<file path="src/rtl/core/sla_pkg.sv">
// Shared types and constants for the serial line assembler.
// Used by the top level and its checker; depends on nothing.
`timescale 1ns / 1ps
`default_nettype none
package sla_pkg;

  typedef enum logic [1:0] {
    CMD_DATA  = 2'd0,
    CMD_FLUSH = 2'd1,
    CMD_CLEAR = 2'd2,
    CMD_READ  = 2'd3
  } cmd_t;

  typedef enum logic [1:0] {
    KIND_LINE  = 2'd0,
    KIND_FLUSH = 2'd1,
    KIND_READ  = 2'd2
  } kind_t;

  typedef enum logic [1:0] {
    REG_DELIMITER = 2'd0,
    REG_IGNORE    = 2'd1,
    REG_CASE_MODE = 2'd2,
    REG_LINE_MODE = 2'd3
  } reg_idx_t;

  localparam logic [1:0] CASE_LOWER   = 2'd1;
  localparam logic [1:0] CASE_UPPER   = 2'd2;
  localparam logic       MODE_NEWLINE = 1'b1;

  localparam logic [7:0] CH_QUOTE = 8'h22;
  localparam logic [7:0] CH_SPACE = 8'h20;
  localparam logic [7:0] CH_LF    = 8'h0A;
  localparam logic [7:0] CH_CR    = 8'h0D;
  localparam logic [7:0] CASE_GAP = 8'h20;

endpackage
`default_nettype wire

</file>
<file path="src/rtl/core/sla_ram.sv">
// Generic single-write, single-read RAM with a registered read port.
// Depends on nothing.
`timescale 1ns / 1ps
`default_nettype none
module sla_ram #(
  parameter int WIDTH = 8,
  parameter int DEPTH = 64
) (
  input  wire logic                     clk,
  input  wire logic                     we,
  input  wire logic [$clog2(DEPTH)-1:0] waddr,
  input  wire logic [WIDTH-1:0]         wdata,
  input  wire logic                     re,
  input  wire logic [$clog2(DEPTH)-1:0] raddr,
  output logic      [WIDTH-1:0]         rdata
);

  logic [WIDTH-1:0] mem [DEPTH];

  always_ff @(posedge clk) begin
    if (we) begin
      mem[waddr] <= wdata;
    end
    if (re) begin
      rdata <= mem[raddr];
    end
  end

endmodule
`default_nettype wire

</file>
<file path="src/rtl/core/serial_line_assembler_top.sv">
// Serial line assembler top level: control state, line store and result path.
// Depends on sla_pkg and sla_ram.
`timescale 1ns / 1ps
`default_nettype none
// Usage
//   Input channel (in_valid/in_ready): one request per cycle when ready,
//   carrying a command (data byte, flush, clear, read stored char), the byte
//   and a read index. Data bytes are filtered, case folded and stored; a
//   delimiter or LF ends the line, BUFFER_BYTES-1 bytes end it with line_full.
//   Output channel (out_valid/out_ready): at most one result per request, in
//   request order: line complete, flushed line, or read data.
//   Config channel (cfg_valid/cfg_ready): always ready; writes delimiter,
//   ignore byte, case mode and line mode. Write only while the block is idle.
// Throughput and ordering
//   One request per cycle sustained while out_ready stays high. The edge that
//   accepts a request starts the synchronous read of the line store and loads
//   the read stage; the result then moves to the output register. Control
//   state (write index, quote flag, CR flag) updates in the accept cycle, so
//   each request sees the previous one's effect at once; a read follows a
//   write to the same entry without hazard because the write lands at the
//   earlier edge.
// Reset and stall
//   Reset clears the control state, config registers and valid flags; the
//   line store and result fields are not. When out_ready is low the output
//   holds, one more result may wait in the read stage, and then in_ready drops.
module serial_line_assembler_top #(
  parameter int BUFFER_BYTES = 64
) (
  input  wire logic       clk,
  input  wire logic       rst_n,
  input  wire logic       in_valid,
  output logic            in_ready,
  input  wire logic [1:0] in_cmd,
  input  wire logic [7:0] in_data_byte,
  input  wire logic [5:0] in_read_index,
  output logic            out_valid,
  input  wire logic       out_ready,
  output logic      [1:0] out_result_kind,
  output logic      [5:0] out_line_length,
  output logic            out_line_full,
  output logic      [7:0] out_read_char,
  input  wire logic       cfg_valid,
  output logic            cfg_ready,
  input  wire logic [1:0] cfg_index,
  input  wire logic [7:0] cfg_data
);

  localparam int AW = $clog2(BUFFER_BYTES);
  localparam int LW = (AW > 6) ? AW : 6;
  localparam logic [AW-1:0] LAST = AW'(BUFFER_BYTES - 1);

  // configuration registers
  logic [7:0] delimiter_r;
  logic [7:0] ignore_r;
  logic [1:0] case_mode_r;
  logic       line_mode_r;

  // control state
  logic [AW-1:0] wi_r, wi_nxt;
  logic          inq_r, inq_nxt;
  logic          cr_r, cr_nxt;

  // read stage (waits for the line store read data)
  logic              p_valid_r;
  sla_pkg::kind_t    p_kind_r;
  logic [5:0]        p_len_r;
  logic              p_full_r;
  logic              p_zero_r;

  // output register
  logic              out_valid_r;
  sla_pkg::kind_t    out_kind_r;
  logic [5:0]        out_len_r;
  logic              out_full_r;
  logic [7:0]        out_char_r;

  logic           accept, p_move;
  logic           res_valid;
  sla_pkg::kind_t res_kind;
  logic [AW-1:0]  res_len;
  logic           res_full;
  logic [LW-1:0]  res_len_ext;
  logic           mem_we, mem_re;
  logic [7:0]     fold_byte;
  logic [AW-1:0]  wi_inc;
  logic [LW-1:0]  ridx_ext;
  logic           ridx_oob;
  logic [7:0]     mem_rdata;

  assign cfg_ready = 1'b1;

  always_ff @(posedge clk) begin
    if (!rst_n) begin
      delimiter_r <= sla_pkg::CH_LF;
      ignore_r    <= 8'h00;
      case_mode_r <= 2'd0;
      line_mode_r <= 1'b0;
    end else if (cfg_valid) begin
      case (sla_pkg::reg_idx_t'(cfg_index))
        sla_pkg::REG_DELIMITER: delimiter_r <= cfg_data;
        sla_pkg::REG_IGNORE:    ignore_r    <= cfg_data;
        sla_pkg::REG_CASE_MODE: case_mode_r <= cfg_data[1:0];
        sla_pkg::REG_LINE_MODE: line_mode_r <= cfg_data[0];
        default: ;
      endcase
    end
  end

  // advance the read stage when the output register is free or being taken
  assign p_move   = p_valid_r && (!out_valid_r || out_ready);
  assign in_ready = !p_valid_r || p_move;
  assign accept   = in_valid && in_ready;

  // fold ASCII letters only; case modes 0 and 3 leave bytes as they are
  always_comb begin
    fold_byte = in_data_byte;
    if (case_mode_r == sla_pkg::CASE_LOWER && in_data_byte >= 8'h41 && in_data_byte <= 8'h5A) begin
      fold_byte = in_data_byte + sla_pkg::CASE_GAP;
    end else if (case_mode_r == sla_pkg::CASE_UPPER && in_data_byte >= 8'h61 &&
                 in_data_byte <= 8'h7A) begin
      fold_byte = in_data_byte - sla_pkg::CASE_GAP;
    end
  end

  assign wi_inc   = wi_r + AW'(1);
  assign ridx_ext = LW'(in_read_index);
  assign ridx_oob = 32'(in_read_index) >= 32'(BUFFER_BYTES);

  always_comb begin
    wi_nxt    = wi_r;
    inq_nxt   = inq_r;
    cr_nxt    = cr_r;
    res_valid = 1'b0;
    res_kind  = sla_pkg::KIND_LINE;
    res_len   = '0;
    res_full  = 1'b0;
    mem_we    = 1'b0;
    mem_re    = 1'b0;
    case (sla_pkg::cmd_t'(in_cmd))
      sla_pkg::CMD_DATA: begin
        if (line_mode_r != sla_pkg::MODE_NEWLINE && in_data_byte == sla_pkg::CH_QUOTE) begin
          inq_nxt = !inq_r;
        end else if (line_mode_r != sla_pkg::MODE_NEWLINE && !inq_r &&
                     in_data_byte == ignore_r) begin
          // drop the ignore byte
        end else if (line_mode_r != sla_pkg::MODE_NEWLINE && wi_r == '0 &&
                     in_data_byte == sla_pkg::CH_SPACE) begin
          // drop a leading space
        end else if (line_mode_r != sla_pkg::MODE_NEWLINE && in_data_byte == delimiter_r) begin
          inq_nxt   = 1'b0;
          wi_nxt    = '0;
          cr_nxt    = 1'b0;
          res_valid = (wi_r != '0);
          res_len   = wi_r;
        end else if (line_mode_r == sla_pkg::MODE_NEWLINE && in_data_byte == sla_pkg::CH_LF) begin
          // strip one trailing CR
          res_len   = (wi_r != '0 && cr_r) ? wi_r - AW'(1) : wi_r;
          res_valid = (res_len != '0);
          wi_nxt    = '0;
          cr_nxt    = 1'b0;
        end else begin
          mem_we = 1'b1;
          if (wi_inc == LAST) begin
            wi_nxt    = '0;
            cr_nxt    = 1'b0;
            if (line_mode_r != sla_pkg::MODE_NEWLINE) begin
              inq_nxt = 1'b0;
            end
            res_valid = 1'b1;
            res_len   = LAST;
            res_full  = 1'b1;
          end else begin
            wi_nxt = wi_inc;
            cr_nxt = (fold_byte == sla_pkg::CH_CR);
          end
        end
      end
      sla_pkg::CMD_FLUSH: begin
        wi_nxt    = '0;
        inq_nxt   = 1'b0;
        cr_nxt    = 1'b0;
        res_valid = 1'b1;
        res_kind  = sla_pkg::KIND_FLUSH;
        res_len   = wi_r;
      end
      sla_pkg::CMD_CLEAR: begin
        wi_nxt  = '0;
        inq_nxt = 1'b0;
        cr_nxt  = 1'b0;
      end
      sla_pkg::CMD_READ: begin
        res_valid = 1'b1;
        res_kind  = sla_pkg::KIND_READ;
        mem_re    = 1'b1;
      end
      default: ;
    endcase
  end

  assign res_len_ext = LW'(res_len);

  sla_ram #(
    .WIDTH(8),
    .DEPTH(BUFFER_BYTES)
  ) u_store (
    .clk  (clk),
    .we   (accept && mem_we),
    .waddr(wi_r),
    .wdata(fold_byte),
    .re   (accept && mem_re),
    .raddr(ridx_ext[AW-1:0]),
    .rdata(mem_rdata)
  );

  always_ff @(posedge clk) begin
    if (!rst_n) begin
      wi_r  <= '0;
      inq_r <= 1'b0;
      cr_r  <= 1'b0;
    end else if (accept) begin
      wi_r  <= wi_nxt;
      inq_r <= inq_nxt;
      cr_r  <= cr_nxt;
    end
  end

  // hold the result here while the line store read completes
  always_ff @(posedge clk) begin
    if (!rst_n) begin
      p_valid_r <= 1'b0;
    end else if (accept) begin
      p_valid_r <= res_valid;
    end else if (p_move) begin
      p_valid_r <= 1'b0;
    end
  end

  always_ff @(posedge clk) begin
    if (accept) begin
      p_kind_r <= res_kind;
      p_len_r  <= res_len_ext[5:0];
      p_full_r <= res_full;
      p_zero_r <= ridx_oob;
    end
  end

  always_ff @(posedge clk) begin
    if (!rst_n) begin
      out_valid_r <= 1'b0;
    end else if (p_move) begin
      out_valid_r <= 1'b1;
    end else if (out_ready) begin
      out_valid_r <= 1'b0;
    end
  end

  always_ff @(posedge clk) begin
    if (p_move) begin
      out_kind_r <= p_kind_r;
      out_len_r  <= p_len_r;
      out_full_r <= p_full_r;
      out_char_r <= (p_kind_r == sla_pkg::KIND_READ && !p_zero_r) ? mem_rdata : 8'h00;
    end
  end

  assign out_valid       = out_valid_r;
  assign out_result_kind = out_kind_r;
  assign out_line_length = out_len_r;
  assign out_line_full   = out_full_r;
  assign out_read_char   = out_char_r;

endmodule
`default_nettype wire

</file>
<file path="config.mk">
export PLATFORM = sky130hd
export DESIGN_NAME = serial_line_assembler_top
export DESIGN_NICKNAME = d
export VERILOG_FILES = /design/src/rtl/core/sla_pkg.sv /design/src/rtl/core/sla_ram.sv /design/src/rtl/core/serial_line_assembler_top.sv
export SDC_FILE = /design/constraint.sdc
export NUM_CORES = 1
export LEC_CHECK = 0
export BUFFER_PORTS_ARGS = -buffer_cell sky130_fd_sc_hd__buf_4
export CAP_MARGIN = 0
export CORE_MARGIN = 3
export CORE_UTILIZATION = 40
export CTS_CLUSTER_SIZE = 28
export DETAILED_ROUTE_END_ITERATION = 10
export GPL_ROUTABILITY_DRIVEN = 0
export SYNTH_ARGS = -nofsm -noshare
export SYNTH_HDL_FRONTEND = slang
export SYNTH_HIERARCHICAL = 1
export SYNTH_SLANG_ARGS = --single-unit
</file>
<file path="constraint.sdc">
create_clock -name clk -period 5.1 [get_ports clk]
set_clock_uncertainty 0.15 [all_clocks]
set_input_delay 1.275 -clock clk [delete_from_list [all_inputs] [get_ports clk]]
set_output_delay 1.275 -clock clk [all_outputs]
set_load 0.01 [all_outputs]
</file>
=== After elaboration in Yosys (flattened, before gate mapping) ===
Memories as Yosys holds them, arrays and structs flattened. A register that Yosys moved wholly into a read port is not among the register bits.
Cells that the tools add are included.

* Add/sub/neg operators: 4
* Order comparisons: 4
* Equality and inequality tests: 24
* Multiplexer cells: 53
* Bitwise gates (word level): 2
* Reductions and logical operators: 38

{| class="wikitable"
|+ Operator list
! operator !! count
|-
| 6-bit 2-to-1 mux || 13
|-
| 1-bit 2-to-1 mux || 32
|-
| 6-bit case mux with 2 select lines || 2
|-
| 8-bit by 4-bit equality test with 1-bit output (second input constant) || 2
|-
| 8-bit by 6-bit equality test with 1-bit output (second input constant) || 2
|-
| 8-bit equality test || 2
|-
| 8-bit by 7-bit greater-or-equal comparator with 1-bit output (second input constant) || 2
|-
| 8-bit by 7-bit less-or-equal comparator with 1-bit output (second input constant) || 2
|-
| 1-bit logical AND || 16
|-
| 8-bit 2-to-1 mux || 2
|-
| 2-bit equality test (second input constant) || 6
|-
| 4-bit inequality test (second input constant) || 3
|-
| 6-bit nonzero test || 2
|-
| 8-bit by 6-bit adder with 8-bit output (second input constant) || 1
|-
| 2-bit AND reduction || 4
|-
| 8-bit by 6-bit subtractor with 8-bit output (second input constant) || 1
|-
| 7-bit AND reduction || 1
|-
| 6-bit by 1-bit adder with 6-bit output (second input constant) || 1
|-
| 2-bit by 1-bit equality test with 1-bit output (second input constant) || 3
|-
| 6-bit equality test (second input constant) || 1
|-
| 6-bit zero test || 1
|-
| 2-bit inequality test (second input constant) || 3
|-
| 3-bit inequality test (second input constant) || 2
|-
| 1-bit case mux with 2 select lines || 3
|-
| 10 further kinds || 18
|}

* Register bits after elaboration: 55
* RAM bits: 512
* Bits of input ports: 31
* Output and inout port bits: 20
* Word-level logic and storage cells: 142
* Memories kept: 1

{| class="wikitable"
|+ Memory list
! memory !! depth !! bits a word !! read ports !! clocked after Yosys merged registers in !! write ports !! line !! text
|-
| u_store.mem || 64 || 8 || 1 || 1 || 1 || sla_ram.sv:18 || <nowiki>logic [WIDTH-1:0] mem [DEPTH];</nowiki>
|}

=== Logic depth before layout (Yosys ltp) ===
Gate-level depths: netlist of run 1.

* Depth in word-level cells: 13
* Mapped depth: 11
* Gate-level depth less buffers: 10

=== By module ===
Netlist of run 1, hierarchy kept.

{| class="wikitable"
|+ Modules (own cells, without submodules)
! module !! instances !! cells each !! area each (um^2) !! sequential area each (um^2)
|-
| sla_ram || 1 || 993 || 20365.8 || 15615.0
|-
| serial_line_assembler_top || 1 || 321 || 3158.0 || 1361.3
|}

=== Least setup slack after synthesis of run 1 ===
OpenSTA, ideal clock, no wires.

* Kind: input-to-reg
* From: in in_data_byte[6]
* To: mem u_store.mem[0][6], data pin
* Setup time: 0.712 ns
* Arrival: 4.499 ns
* Required time: 4.238 ns
* Path slack: -0.261 ns
* Stages: 6
* Path buffers: 1
* Path through: buf_2 inv_1 ha_1 inv_1 nor2_1 o21ai_0

* Cells in the longest elaborated chain, start to end: 5
* Elaborated cells on any way between the ends: 12
* Classes of those cells: add/sub: 2; order compare: 4; mux: 2; reduce/logical: 4

{| class="wikitable"
|+ Ends and longest elaborated chain
! item !! line !! text
|-
| start, declared || serial_line_assembler_top.sv:34 || <nowiki>input wire logic [7:0] in_data_byte,</nowiki>
|-
| 8-bit by 7-bit greater-or-equal comparator with 1-bit output || serial_line_assembler_top.sv:119 || <nowiki>end else if (case_mode_r == sla_pkg::CASE_UPPER && in_data_byte >= 8'h61 &&</nowiki>
|-
| 1-bit logical AND (2 in a row) || serial_line_assembler_top.sv:119 ||
|-
| 8-bit 2-to-1 mux || serial_line_assembler_top.sv:119 ||
|-
| 8-bit 2-to-1 mux * || serial_line_assembler_top.sv:117 || <nowiki>if (case_mode_r == sla_pkg::CASE_LOWER && in_data_byte >= 8'h41 && in_data_byte <= 8'h5A) begin</nowiki>
|-
| via fold_byte[6] || serial_line_assembler_top.sv:84 || <nowiki>logic [7:0] fold_byte;</nowiki>
|-
| end, declared || sla_ram.sv:18 ||
|}

The timed path passes the listed nets; every way through them passes the cells marked *.

=== Worst setup path in the final report of run 1 ===
* From: reg wi_r[1]
* To: mem u_store.mem[42][5] (enable)

* Cells in the longest elaborated chain, start to end: 10

{| class="wikitable"
|+ Ends and longest elaborated chain
! item !! line !! text
|-
| start, declared || serial_line_assembler_top.sv:59 || <nowiki>logic [AW-1:0] wi_r, wi_nxt;</nowiki>
|-
| start signal, assigned || serial_line_assembler_top.sv:221 || <nowiki>wi_r <= wi_nxt;</nowiki>
|-
| 6-bit zero test || serial_line_assembler_top.sv:146 || <nowiki>end else if (line_mode_r != sla_pkg::MODE_NEWLINE && wi_r == '0 &&</nowiki>
|-
| 1-bit logical AND (2 in a row) || serial_line_assembler_top.sv:146 ||
|-
| 1-bit 2-to-1 mux || serial_line_assembler_top.sv:146 ||
|-
| 1-bit 2-to-1 mux || serial_line_assembler_top.sv:143 || <nowiki>end else if (line_mode_r != sla_pkg::MODE_NEWLINE && !inq_r &&</nowiki>
|-
| 1-bit 2-to-1 mux || serial_line_assembler_top.sv:141 || <nowiki>if (line_mode_r != sla_pkg::MODE_NEWLINE && in_data_byte == sla_pkg::CH_QUOTE) begin</nowiki>
|-
| 1-bit 2-to-1 mux || serial_line_assembler_top.sv:139 || <nowiki>case (sla_pkg::cmd_t'(in_cmd))</nowiki>
|-
| 1-bit logical AND || serial_line_assembler_top.sv:207 || <nowiki>.we (accept && mem_we),</nowiki>
|-
| 1-bit 2-to-1 mux || sla_ram.sv:21 || <nowiki>if (we) begin</nowiki>
|-
| 1-bit 2-to-1 mux (implied by the code) || sla_ram.sv:22 || <nowiki>mem[waddr] <= wdata;</nowiki>
|}

Several ways; a longest one is shown, not always the timed one.

==> results by stage, run 1 <==
Power:
- The switching power is 2.08 mW.
- For this design the ratio of total power to cell area is ~370 nW/um^2.
- The share of total power dissipated in sequential elements is 0.524.
- VDD sags by at most 0.000287 V.
- The part of the power in the clock network is 0.422.
- The switching power as a share of total power is 0.209.
- The static leakage is 8.52 nW.
- The internal power is slightly below 8 mW.
- The share of total power dissipated in combinational logic is 0.054.

Setup path:
- The critical path is of the register to register type.
- The endpoint class of the critical path is a register.
- At the worst endpoint, the required time is around 5200 ps.
- Of all nets on the critical path, the largest fanout is 20.
- The type of origin of the critical path is a register.
- STA puts the critical path data arrival time at roughly 4800 ps.

Yosys:
- Counting flops and latches in the post-synthesis netlist gives around 580.
- The total nets after synthesis is 1357.
- The mapped netlist covers around 24000 um^2.
- The count of distinct cell types in the synthesized netlist is 73.
- Dividing the synthesized area by the synthesized cell count gives approximately 18 um^2.
- The fraction of the yosys area taken by sequential cells is 0.722.
- The number of warnings issued by yosys is 6.
- Among all flip-flop cells after synthesis, the most frequent one is edfxtp_1.
- The number of enable flip-flop cells after synthesis is between 500 and 600.
- Counting every instance in the synthesized netlist gives around 1300.
- After synthesis, the share of flip-flops with an asynchronous set or reset is 0.

Drt:
- Summed over all layers, the routed wires come to around 56000 um.
- The initial detailed-routing violation count is about 1200.
- The ratio of routed vias to standard cells is between 5 and 6.
- The routed length per instance is roughly 25 um.
- The total vias in the final route is about 13000.
- For this run, design rule violations remaining after detail routing come to 0.
- The iteration count of the initial detailed-routing pass is 5.
- The antenna violation net count after detailed routing is 0.

STA:
- Setup repair after global routing left no endpoint under its margin.
- Headroom to the max-slew limit came out at 0.161.
- For the pin with the worst max-slew slack, the measured transition is ~1300 ps.
- The peak clock frequency supported by timing is 212 MHz.
- The worst path needs ~4700 ps of the cycle, external delays included.
- The max-slew violation count was 0.
- After layout, the worst setup slack is between 300 and 400 ps.
- The number of failing hold endpoints at the final stage is 0.
- In the finished design, the share of the clock period the worst path needs comes to 0.927.
- Setup violations remaining at the end of the flow were counted as 0.
- Setup total negative slack on the finished layout was measured at 0 ps.

GRT:
- The initial antenna violation count is 4.
- The number of global-route vias before repair came to about 12000.
- The wire length of the first global-routing pass is 83600 um.
- The pin count of the biggest net entering global routing is between 60 and 70.
- Across every metal layer, demand over resource in global routing totals 0.180.
- The leftover overflow at the end of global routing is 0.

CTS:
- The largest buffer count on any clock path is 3.
- The post-cts resize count is 0.
- The number of buffers added for setup after CTS is 0.
- The clock insertion delay at the later pin of the skew report is ~600 ps.
- Clock tree synthesis selected as its root buffer the cell clkbuf_16.
- The number of clock sinks is between 500 and 600.
- TritonCTS built the clock tree.
- After clock tree synthesis, the clock-pin slew on the worst setup and hold paths is 60 ps.
- Buffers inserted to repair hold after CTS numbered 0.
- The H-tree was split into 2 levels.
- The number of CTS-inserted buffers is slightly below 60.

Layout:
- For this run, the post-layout net count is 1431.
- Measured on the finished design, the core utilization comes to 0.460.
- The layout filler cell count is 4946.
- The fraction of layout cells with a size suffix above 1 is 0.218.
- The area growth from synthesis to layout is 13.3%.

Placement:
- Detailed placement ended at an HPWL of around 36000 um.
- During placement, the flow inserted port buffers numbering a little under 50.
- The pre-CTS setup slack is approximately 30 ps.

Die:
- The floorplan step set the die height to approximately 250 um.
- After floorplanning, the core was divided into slightly below 90 placement rows.
- The floorplan step defined a die boundary enclosing ~60000 um^2.
- For this configuration, the core starts out at a cell density of 0.406.
- The floorplan step defined a core boundary enclosing just under 60000 um^2.
- The I/O pin count is 51.
- The floorplan step set the die width to about 250 um.

Hold path:
- The min-delay analysis places its worst path in the category register to register.

Outcome:
- The run finished with clean final reports.

Flow run:
- Max-cap violations in this run came to 0.
-- synthesized netlist by cell type (8+ instances only) --
master,number,area share
edfxtp_1,546,0.70
and2_1,10,0.0027
dfxtp_1,29,0.025
xnor2_1,16,0.0060
nand2_1,49,0.0078
nand2b_1,14,0.0037
nor3_1,14,0.0030
nand3b_1,8,0.0026
nor2_1,103,0.016
clkbuf_1,33,0.0053
inv_1,12,0.0019
a22oi_1,16,0.0051
o31ai_1,12,0.0038
nand4_1,8,0.0021
buf_6,10,0.0048
ha_1,12,0.0064
mux2_2,11,0.0053
mux2i_1,68,0.029
nand3_1,26,0.0055
nor2b_1,18,0.0048
a21oi_1,19,0.0040
o21ai_0,8,0.0017
mux4_2,107,0.10
o221ai_1,8,0.0030
o22ai_1,19,0.0051
buf_2,22,0.0047
-- critical path, stage by stage (launching register included) --
cell	delay, ps
dfxtp_1	760
inv_1	170
ha_1	260
nand2b_1	120
nor4_1	50
buf_4	160
a31oi_1	220
nand2_1	190
nor4_1	570
buf_4	250
nor2b_1	260
nand2_1	460
nor2_1	700
-- placed cells by master (no fill, tap or decap), types with 5 or more instances in the layout --
cell type | synthesis | layout
a22oi_1 | 16 | 16
nand2b_1 | 14 | 14
nor3_1 | 14 | 14
edfxtp_1 | 546 | 546
a211oi_1 | 6 | 6
clkbuf_16 | 0 | 61
nand3b_1 | 8 | 8
nand2_1 | 49 | 49
or2_2 | 5 | 5
clkinv_2 | 0 | 11
buf_4 | 7 | 89
o31ai_1 | 12 | 12
clkbuf_1 | 33 | 8
nor2_1 | 103 | 103
and3_1 | 7 | 7
a21oi_1 | 19 | 19
mux4_2 | 107 | 107
nor4_1 | 7 | 6
bufinv_16 | 0 | 6
clkinv_1 | 1 | 19
and2_1 | 10 | 10
mux2_2 | 11 | 11
inv_1 | 12 | 12
o221ai_1 | 8 | 8
a221oi_1 | 5 | 5
xnor2_1 | 16 | 16
a31oi_1 | 5 | 5
o22ai_1 | 19 | 19
dfxtp_1 | 29 | 29
o21ai_0 | 8 | 7
mux2i_1 | 68 | 68
ha_1 | 12 | 12
nor2b_1 | 18 | 18
nand3_1 | 26 | 26
nand4_1 | 8 | 8
a22o_1 | 7 | 7
-- logic make-up after synthesis --
| kind of cell | after synthesis | share of synthesized area |
|---|---|---|
| DFF | 575 | 0.722 |
| and+or+nand+nor | 297 | 0.0650 |
| muxes | 186 | 0.137 |
| AOI/OAI and AO/OA | 136 | 0.0428 |
| buffers and inverters | 90 | 0.0210 |
| xor gates and xnor gates | 17 | 0.00633 |
| adders and majority gates | 12 | 0.00638 |
| other | 1 | 0.000159 |
-- final timing paths --
path / startpoint / end / slack, ps / cells after the start
worst max-delay path: wi_r[1]$_SDFFE_PN0P_ / u_store/mem[42][5]$_DFFE_PP_ / 370 / 12
worst min-delay path: p_len_r[1]$_DFFE_PP_ / out_line_length[1]$_DFFE_PP_ / 280 / 0
worst max register to register: wi_r[1]$_SDFFE_PN0P_ / u_store/mem[42][5]$_DFFE_PP_ / 370 / 12
worst min register to register: p_len_r[1]$_DFFE_PP_ / out_line_length[1]$_DFFE_PP_ / 280 / 0
-- power by group through the flow --
stage | sequential (mW) | clock (mW) | combinational, mW
2_1_floorplan | 5.30 | 0 | 0.320
3_3_place_gp | 5.30 | 0 | 0.533
3_5_place_dp | 5.30 | 0 | 0.540
4_1_cts | 5.20 | 4.27 | 0.541
5_1_grt | 5.20 | 4.46 | 0.574
6_report | 5.20 | 4.19 | 0.538
-- metrics by stage --
stage	hold WS (ps)	total power, mW	instances	instance area [um^2]
floorplan	250	5.62	1314	23500
global placement	257	5.83	2093	24800
detailed placement	266	5.84	2093	24800
CTS	280	10.0	2201	26700
global route	295	10.2	2201	26700
finish	277	9.92	2203	26700
-- area by class of cell --
type | instances | area, um^2 | area share
diodes | 2 | 5.00 | 0.000188
flip-flops and latches | 575 | 17000 | 0.637
clock inverters | 39 | 337 | 0.0126
well taps | 765 | 957 | 0.0359
inverters | 13 | 48.8 | 0.00183
multi-input cells | 649 | 6070 | 0.228
repair buffers | 91 | 703 | 0.0264
clock buffers | 69 | 1560 | 0.0584
-- flip-flops by register name (all words and copies together) (netlist names) --
| name | cells |
|---|---|
| case_mode_r | 2 |
| cr_r | 1 |
| delimiter_r | 8 |
| ignore_r | 8 |
| inq_r | 1 |
| line_mode_r | 1 |
| out_line_full | 1 |
| out_line_length | 6 |
| out_read_char | 8 |
| out_result_kind | 2 |
| out_valid | 1 |
| p_full_r | 1 |
| p_kind_r | 2 |
| p_len_r | 6 |
| p_valid_r | 1 |
| u_store/mem | 512 |
| u_store/rdata | 8 |
| wi_r | 6 |
-- layer usage --
layer	wire length (um)	track usage
met5	7	0
met4	1610	0.0542
met3	4000	0.0359
met2	26900	0.287
met1	23700	0.253
(Power assumes the default switching activity.)
==> run 2: changes to the inputs <==
--- a/config.mk
+++ b/config.mk
@@ -8,10 +8,12 @@
 export BUFFER_PORTS_ARGS = -buffer_cell sky130_fd_sc_hd__buf_4
 export CAP_MARGIN = 0
 export CORE_MARGIN = 3
-export CORE_UTILIZATION = 40
+export CORE_UTILIZATION = 56
 export CTS_CLUSTER_SIZE = 28
 export DETAILED_ROUTE_END_ITERATION = 10
 export GPL_ROUTABILITY_DRIVEN = 0
+export MAX_ROUTING_LAYER = met4
+export PLACE_DENSITY = 0.75
 export SYNTH_ARGS = -nofsm -noshare
 export SYNTH_HDL_FRONTEND = slang
 export SYNTH_HIERARCHICAL = 1
==> results by stage, run 2 (synthesized netlist as in run 1, its figures left out) <==
CTS:
- The number of buffers added for setup after CTS is 0.
- The number of CTS-inserted buffers is 55.
- The post-cts resize count is 0.
- At the later pin of the worst-skew pair, clock insertion delay measures 600 ps.
- The TritonCTS clock tree is yes.
- The cell at the root of the clock tree is clkbuf_16.
- Clock tree synthesis found a total of around 580 sinks.
- In this run the number of H-tree levels came out at 2.
- The largest buffer count on any clock path is 3.
- Hold repair after CTS inserted 0 buffers.
- The clock transition at the registers of the reported paths is roughly 60 ps.

STA:
- The worst max-slew margin expressed relative to the limit is 0.274.
- The worst slack on hold paths is between 200 and 300 ps.
- Based on the critical path, the design can be clocked at up to between 200 and 250 MHz.
- The least setup slack across all paths after layout is 513 ps.
- The period utilization is 0.899.
- Setup violations remaining at the end of the flow were counted as 0.
- The number of failing hold endpoints at the final stage is 0.
- Setup repair after global routing left no endpoint under its margin.
- The final critical-path required period is approximately 4600 ps.
- Adding up every negative setup slack in the final design gives 0 ps.
- The max-slew violation count came to 0.
- The worst-margin pin slew is about 1100 ps.

Power:
- The completed layout was analyzed and its total power is around 9.9 mW.
- Summed over all nets, the switching power comes to 2.07 mW.
- Of the total power, registers draw 0.526.
- IR analysis of the VDD net gives a maximum drop of roughly 0.00040 V.
- The share of total power dissipated in the clock network is 0.420.
- The power density of the placed cells is between 300 and 400 nW/um^2.
- The internal power is between 7 and 8 mW.
- Of the total power, the share spent switching nets is 0.209.
- The static leakage is about 8.6 nW.
- The combinational fraction of design power is 0.054.

Drt:
- The routed length per instance is about 27 um.
- The antenna violation net count after detailed routing is 0.
- The ratio of routed vias to standard cells is ~6.5.
- The initial detailed-routing violation count is approximately 1700.
- The total wire length is ~54000 um.
- Before antenna repair, the detailed router went through 5 iterations.
- After detailed routing, the number of remaining DRC violations is 0.
- For this block, the via count after detailed routing is about 13000.

Layout:
- Leaving out fill and tap cells, the most frequent cells in the layout are edfxtp_1 (546), mux4_2 (107), nor2_1 (103), buf_4 (102), mux2i_1 (68).
- Relative to the synthesized area, the layout overhead comes to 12.7%.
- The register with the most flip-flops in the layout has about 500 of them.
- The finished cells cover between 20000 and 30000 um^2.
- The leading cell type in the layout, fill and taps excluded is edfxtp_1.
- The combined flip-flop and latch cell area is roughly 17000 um^2.
- The fraction of layout cells with a size suffix above 1 is 0.233.
- The layout filler cell count is 2719.
- Once layout is complete, the utilization of the core stands at 0.644.
- The count of cells in the finished layout, fillers not included, comes to approximately 2000.
- The number of nets in the finished design is 1446.
- The number of antenna diodes in the final layout is 0.
- The most flop-heavy register is u_store/mem.
- The multi-input combinational cells in the finished layout cover a total of between 6000 and 7000 um^2.

Placement:
- The count of buffers added on input and output ports is between 40 and 50.
- The pre-CTS setup slack is approximately 13 ps.
- Including well taps, the total number of placed cells is between 1500 and 2000.
- The total placed instance area is ~25000 um^2.
- The half-perimeter wire length after placement is roughly 34000 um.

GRT:
- The overall fraction of global-route tracks in use is 0.254.
- The number of global-route vias before repair is between 10000 and 15000.
- The initial antenna violation count is 0.
- After global routing the overflow that remains totals 0.
- The pin count of the biggest net entering global routing is about 80.
- The first global-routing pass estimated 81100 um of wire.

Die:
- The cell row count is between 70 and 80.
- In this run the horizontal extent of the chip is about 210 um.
- In this run the vertical extent of the chip is around 210 um.
- In this run the count of I/O pins placed on the die edge is 51.
- For this configuration, the core starts out at a cell density of 0.571.
- The die covers about 45000 um^2.
- In this run the standard cell core region covers 41200 um^2.

Setup path:
- Walking the worst path, the cells encountered are buf_4 > inv_1 > ha_1 > o31ai_1 > a31oi_1 > nand2_1 > nor4_1 > nor2b_1 > nand2_1 > nor2_1.
- STA classifies the critical path endpoint as a register.
- The type of origin of the critical path is an input port.
- For flop-to-flop paths, the worst setup slack is ~650 ps.
- The critical path's most frequent cell is nand2_1.
- The slowest stage cell on the critical path is nor4_1.
- STA puts the critical path data required time at just over 5000 ps.
- The critical path data arrival time is between 4000 and 5000 ps.
- The peak per-stage delay on the critical path is between 900 and 1000 ps.
- The critical path is of the input port to register type.
- The worst-path maximum fanout is 8.

Hold path:
- The path class of the tightest hold or removal check is register to register.

Outcome:
- The run finished with clean final reports.

Flow run:
- Across the run, the number of max-cap violations was 0.
## run 2: changes by cell type in the layout (fill, tap and decap cells not counted), moves of 3 or more
cell / before / now
buf_4: 89 / 102
clkinv_1: 19 / 12
clkinvlp_4: 1 / 8
clkbuf_16: 61 / 55
buf_12: 1 / 6
clkbuf_1: 8 / 3
clkbuf_8: 0 / 3
## run 2: critical path: cells and delay by family
kind	cells	cell delay, ps
compound gates	2	370
fa+ha+maj	1	270
buf+inv	2	210
simple gates	5	2520
## run 2: layer usage
| metal | routed length (um) | up-vias | part of all wire | GRT usage |
|---|---|---|---|---|
| li1 | - | 5475 | - | - |
| met2 | 25500 | 717 | 0.47 | 0.380 |
| met3 | 5400 | 129 | 0.10 | 0.0535 |
| met1 | 21100 | 6496 | 0.39 | 0.351 |
| met5 | 0 | - | 0 | - |
| met4 | 2120 | 0 | 0.039 | 0.0961 |
## run 2: worst paths after layout
| kind | cells past startpoint | to | startpoint |
|---|---|---|---|
| setup / recovery | 10 | u_store/mem[24][4]$_DFFE_PP_ | in_cmd[0] |
| hold / removal | 0 | out_line_full$_DFFE_PP_ | p_full_r$_SDFFCE_PP0P_ |
| setup reg to reg | 8 | u_store/mem[24][4]$_DFFE_PP_ | wi_r[5]$_SDFFE_PN0P_ |
| hold reg to reg | 0 | out_line_full$_DFFE_PP_ | p_full_r$_SDFFCE_PP0P_ |
## run 2: power by group through the flow
stage	clock network [mW]	registers, mW	logic (mW)
6_report	4.15	5.20	0.530
5_1_grt	4.40	5.19	0.565
4_1_cts	4.22	5.20	0.532
3_5_place_dp	0	5.30	0.529
3_3_place_gp	0	5.30	0.522
2_1_floorplan	0	5.30	0.320
## run 2: final cells by class
cell class	count	share of cell area
Sequential cell	575	0.640
Multi-Input combinational cell	649	0.229
Clock inverter	41	0.0161
Clock buffer	61	0.0539
Timing Repair Buffer	109	0.0340
Inverter	13	0.00184
Tap cell	532	0.0251
==> run 3: changes to the inputs <==
--- a/config.mk
+++ b/config.mk
@@ -5,15 +5,16 @@
 export SDC_FILE = /design/constraint.sdc
 export NUM_CORES = 1
 export LEC_CHECK = 0
+export ABC_AREA = 1
 export BUFFER_PORTS_ARGS = -buffer_cell sky130_fd_sc_hd__buf_4
 export CAP_MARGIN = 0
 export CORE_MARGIN = 3
-export CORE_UTILIZATION = 56
+export CORE_UTILIZATION = 57
 export CTS_CLUSTER_SIZE = 28
 export DETAILED_ROUTE_END_ITERATION = 10
 export GPL_ROUTABILITY_DRIVEN = 0
 export MAX_ROUTING_LAYER = met4
-export PLACE_DENSITY = 0.75
+export PLACE_DENSITY = 0.76
 export SYNTH_ARGS = -nofsm -noshare
 export SYNTH_HDL_FRONTEND = slang
 export SYNTH_HIERARCHICAL = 1
==> results by stage, run 3 <==
STA:
- The number of failing hold endpoints at the final stage is 0.
- In the finished design, the share of the clock period the worst path needs comes to 0.792.
- The max-slew violation count is 0.
- Setup violations remaining at the end of the flow were counted as 0.
- The worst max-slew margin expressed relative to the limit is 0.180.
- For the pin with the worst max-slew slack, the measured transition is about 1200 ps.
- Setup total negative slack on the finished layout was measured at 0 ps.
- The peak clock frequency supported by timing is around 250 MHz.
- Subtracting the final worst setup slack from the clock period gives between 4000 and 5000 ps.
- Setup repair after global routing left no endpoint under its margin.

Yosys:
- The number of enable flip-flop cells after synthesis is 546.
- Counting flops and latches in the post-synthesis netlist gives about 580.
- Of all flip-flops after synthesis, the portion carrying an async set or reset was 0.
- After synthesis, the share of cell area in mux cells is 0.
- The synthesized-area fraction occupied by ao, oa, aoi and oai cells came to 0.0170.
- The largest area contributor in the netlist is edfxtp_1.
- By area, the combinational part of the netlist is dominated by simple AND/OR/NAND/NOR gates.
- The number of warnings issued by yosys is 6.
- The total nets after synthesis is ~2300.
- Of the synthesized area, sequential elements account for 0.688.
- By count the netlist is led by nand2_1 (748), edfxtp_1 (546), nand3_1 (460), nor2_1 (106), inv_1 (68).
- The most used standard cell by instance count after synthesis is nand2_1.
- In the synthesized netlist, the number of instances is between 2000 and 2500.
- The area fraction in and, or, nand and nor cells after synthesis is 0.239.
- The share of synthesized area in the top cell type comes to 0.664.
- By area the synthesized netlist is led by edfxtp_1 (66%), nand2_1 (11%), nand3_1 (9.3%).
- The area of the mapped netlist is approximately 25000 um^2.
- The count of distinct cell types in the synthesized netlist is 39.
- Of the total synthesized cell area, the portion taken by XOR and XNOR cells is 0.00390.
- Among all flip-flop cells after synthesis, the most frequent one is edfxtp_1.
- The post-synthesis adder-cell area fraction is 0.00608.
- The post-synthesis area per instance is approximately 11 um^2.

Die:
- The starting density of the core is 0.583.
- The area of the core is ~42000 um^2.
- Measured along the y axis, the die boundary spans 214 um.
- The cell row count is 75.
- For this design the top-level I/O count stands at slightly above 50.
- The die area is approximately 46000 um^2.
- The width of the die is 214 um.

CTS:
- The number of clock buffers added by TritonCTS is between 50 and 60.
- At the later pin of the worst-skew pair, clock insertion delay measures around 600 ps.
- The number of H-tree levels is 2.
- The TritonCTS clock tree is yes.
- Counting along the longest clock path gives a buffer depth of 3.
- The clock transition at the registers of the reported paths is around 60 ps.
- After clock tree synthesis, the setup repair step added 0 buffers.
- The post-cts resize count is 0.
- In this run, post-CTS hold repair placed 0 buffers.
- The cell at the root of the clock tree is clkbuf_16.
- Counting every sink on the clock net gives ~580.

Drt:
- The post-route DRC violation count is 0.
- The total vias in the final route is 16900.
- Using the TritonRoute via totals, the vias-per-cell ratio works out to just under 6.
- The iteration count of the initial detailed-routing pass is 6.
- The initial detailed-routing violation count is about 1800.
- The routed length per instance is roughly 20 um.
- The final layout contains routed wiring with a total length of a little under 60000 um.
- The antenna violation net count after detailed routing is 0.

GRT:
- The wire length of the first global-routing pass is 89300 um.
- The number of global-route vias before repair was around 16000.
- The pin count of the biggest net entering global routing is roughly 260.
- The leftover overflow at the end of global routing is 0.
- In the global route stage, overall resource usage came out at 0.257.
- The initial antenna violation count is 0.

Layout:
- In the layout the commonest cells are nand2_1 (748), edfxtp_1 (546), nand3_1 (460), nor2_1 (106), buf_4 (83).
- The number of nets in the finished design is 2314.
- The repair_antennas step left the layout with diodes totalling 0.
- The utilization after layout is 0.636.
- The leading cell type in the layout, fill and taps excluded is nand2_1.
- The layout filler cell count is around 3200.
- The most flop-heavy register is u_store/mem.
- The finished cells cover roughly 27000 um^2.
- The fraction of layout cells with a size suffix above 1 is 0.0871.
- The register with the most flip-flops in the layout has 512 of them.
- The post-synthesis to final-layout area growth is 9.12%.

Placement:
- The total placed instance area is 25300 um^2.
- The number of buffer cells added on primary ports is 49.
- The half-perimeter wire length after placement is 35500 um.

Setup path:
- The startpoint identified for the worst register-to-register timing path is wi_r[0]$_SDFFE_PN0P_.
- The most critical setup path has its startpoint at wi_r[0]$_SDFFE_PN0P_.
- The endpoint required time on the critical path is slightly above 5000 ps.
- The worst-path maximum fanout is 16.
- The endpoint class of the critical path is a register.
- The endpoint of the worst setup timing path is u_store/mem[46][3]$_DFFE_PP_.
- The critical path in this run is classified as register to register.
- The number of cell instances on the worst register-to-register path is 12.
- The reg-to-reg critical path endpoint is u_store/mem[46][3]$_DFFE_PP_.
- The setup check on the worst reg-to-reg path leaves a slack of 1060 ps.
- The type of origin of the critical path is a register.
- At the worst endpoint, the arrival time is 4110 ps.

Outcome:
- The flow ran to the end, and the final reports show no timing, DRC or antenna violations.

Power:
- The power density of the placed cells is roughly 360 nW/um^2.
- The highest ir drop seen on vdd is 0.000271 V.
- The design draws ~9.6 mW.
- In this run the static leakage power is 9.86 nW.

Hold path:
- The worst hold path belongs to the class register to register.

Flow run:
- Max-cap violations in this run came to 0.
[run 3: per-layer routing]
| metal | track usage | up-vias | share of wire |
|---|---|---|---|
| li1 | - | 7823 | - |
| met1 | 0.331 | 8064 | 0.39 |
| met2 | 0.415 | 862 | 0.49 |
| met3 | 0.0482 | 145 | 0.088 |
| met4 | 0.0903 | 0 | 0.036 |
| met5 | - | - | 0 |
[run 3: how the worst min path moves through the flow]
stage	startpoint	end	slack (ps)	cells after the start
floorplan	p_full_r$_SDFFCE_PP0P_	out_line_full$_DFFE_PP_	250	0
CTS	p_len_r[2]$_DFFE_PP_	out_line_length[2]$_DFFE_PP_	270	0
finish	p_len_r[2]$_DFFE_PP_	out_line_length[2]$_DFFE_PP_	270	0
detailed placement	p_len_r[2]$_DFFE_PP_	out_line_length[2]$_DFFE_PP_	260	0
global route	p_len_r[2]$_DFFE_PP_	out_line_length[2]$_DFFE_PP_	280	0
global placement	p_len_r[1]$_DFFE_PP_	out_line_length[1]$_DFFE_PP_	250	0
[run 3: logic make-up after synthesis]
logic type	Yosys count
other	1
and+or+nand+nor	1371
adders and majority gates	12
AOI/OAI and AO/OA	75
buffers and inverters	202
DFF	575
xor gates and xnor gates	11
[run 3: final cells by class]
type                       count  area [um^2]  area share
inverter                      82          317      0.0118
clock buffer                  68         1440      0.0533
clock inverter                26          179     0.00664
multi-input combinational   1470         6590       0.245
sequential                   575        17000       0.630
timing repair buffer          88          714      0.0265
tap                          577          722      0.0268
[run 3: metrics by stage]
step / instances / hold WS (ps) / setup slack [ps]
2_1_floorplan: 2247 / 250 / 785
5_1_grt: 2886 / 283 / 808
3_5_place_dp: 2792 / 255 / 565
4_1_cts: 2886 / 270 / 1090
6_report: 2886 / 269 / 1060
3_3_place_gp: 2792 / 251 / 694
[run 3: power by group]
part	leakage, nW	switching [mW]	internal (mW)
logic	3.90	0.487	0.178
registers	5.16	0.0220	5.20
clock network	0.804	1.63	2.08
total	9.86	2.14	7.46
[run 3: worst max-delay path: stages (launching register included)]
cell,delay (ps)
dfxtp_1,660
inv_1,280
ha_1,270
nand3_1,160
nor2_1,60
nand2_1,130
nand3_4,120
inv_1,170
nand2_1,90
nor3_1,280
buf_4,240
nand2_1,360
nor2_1,700
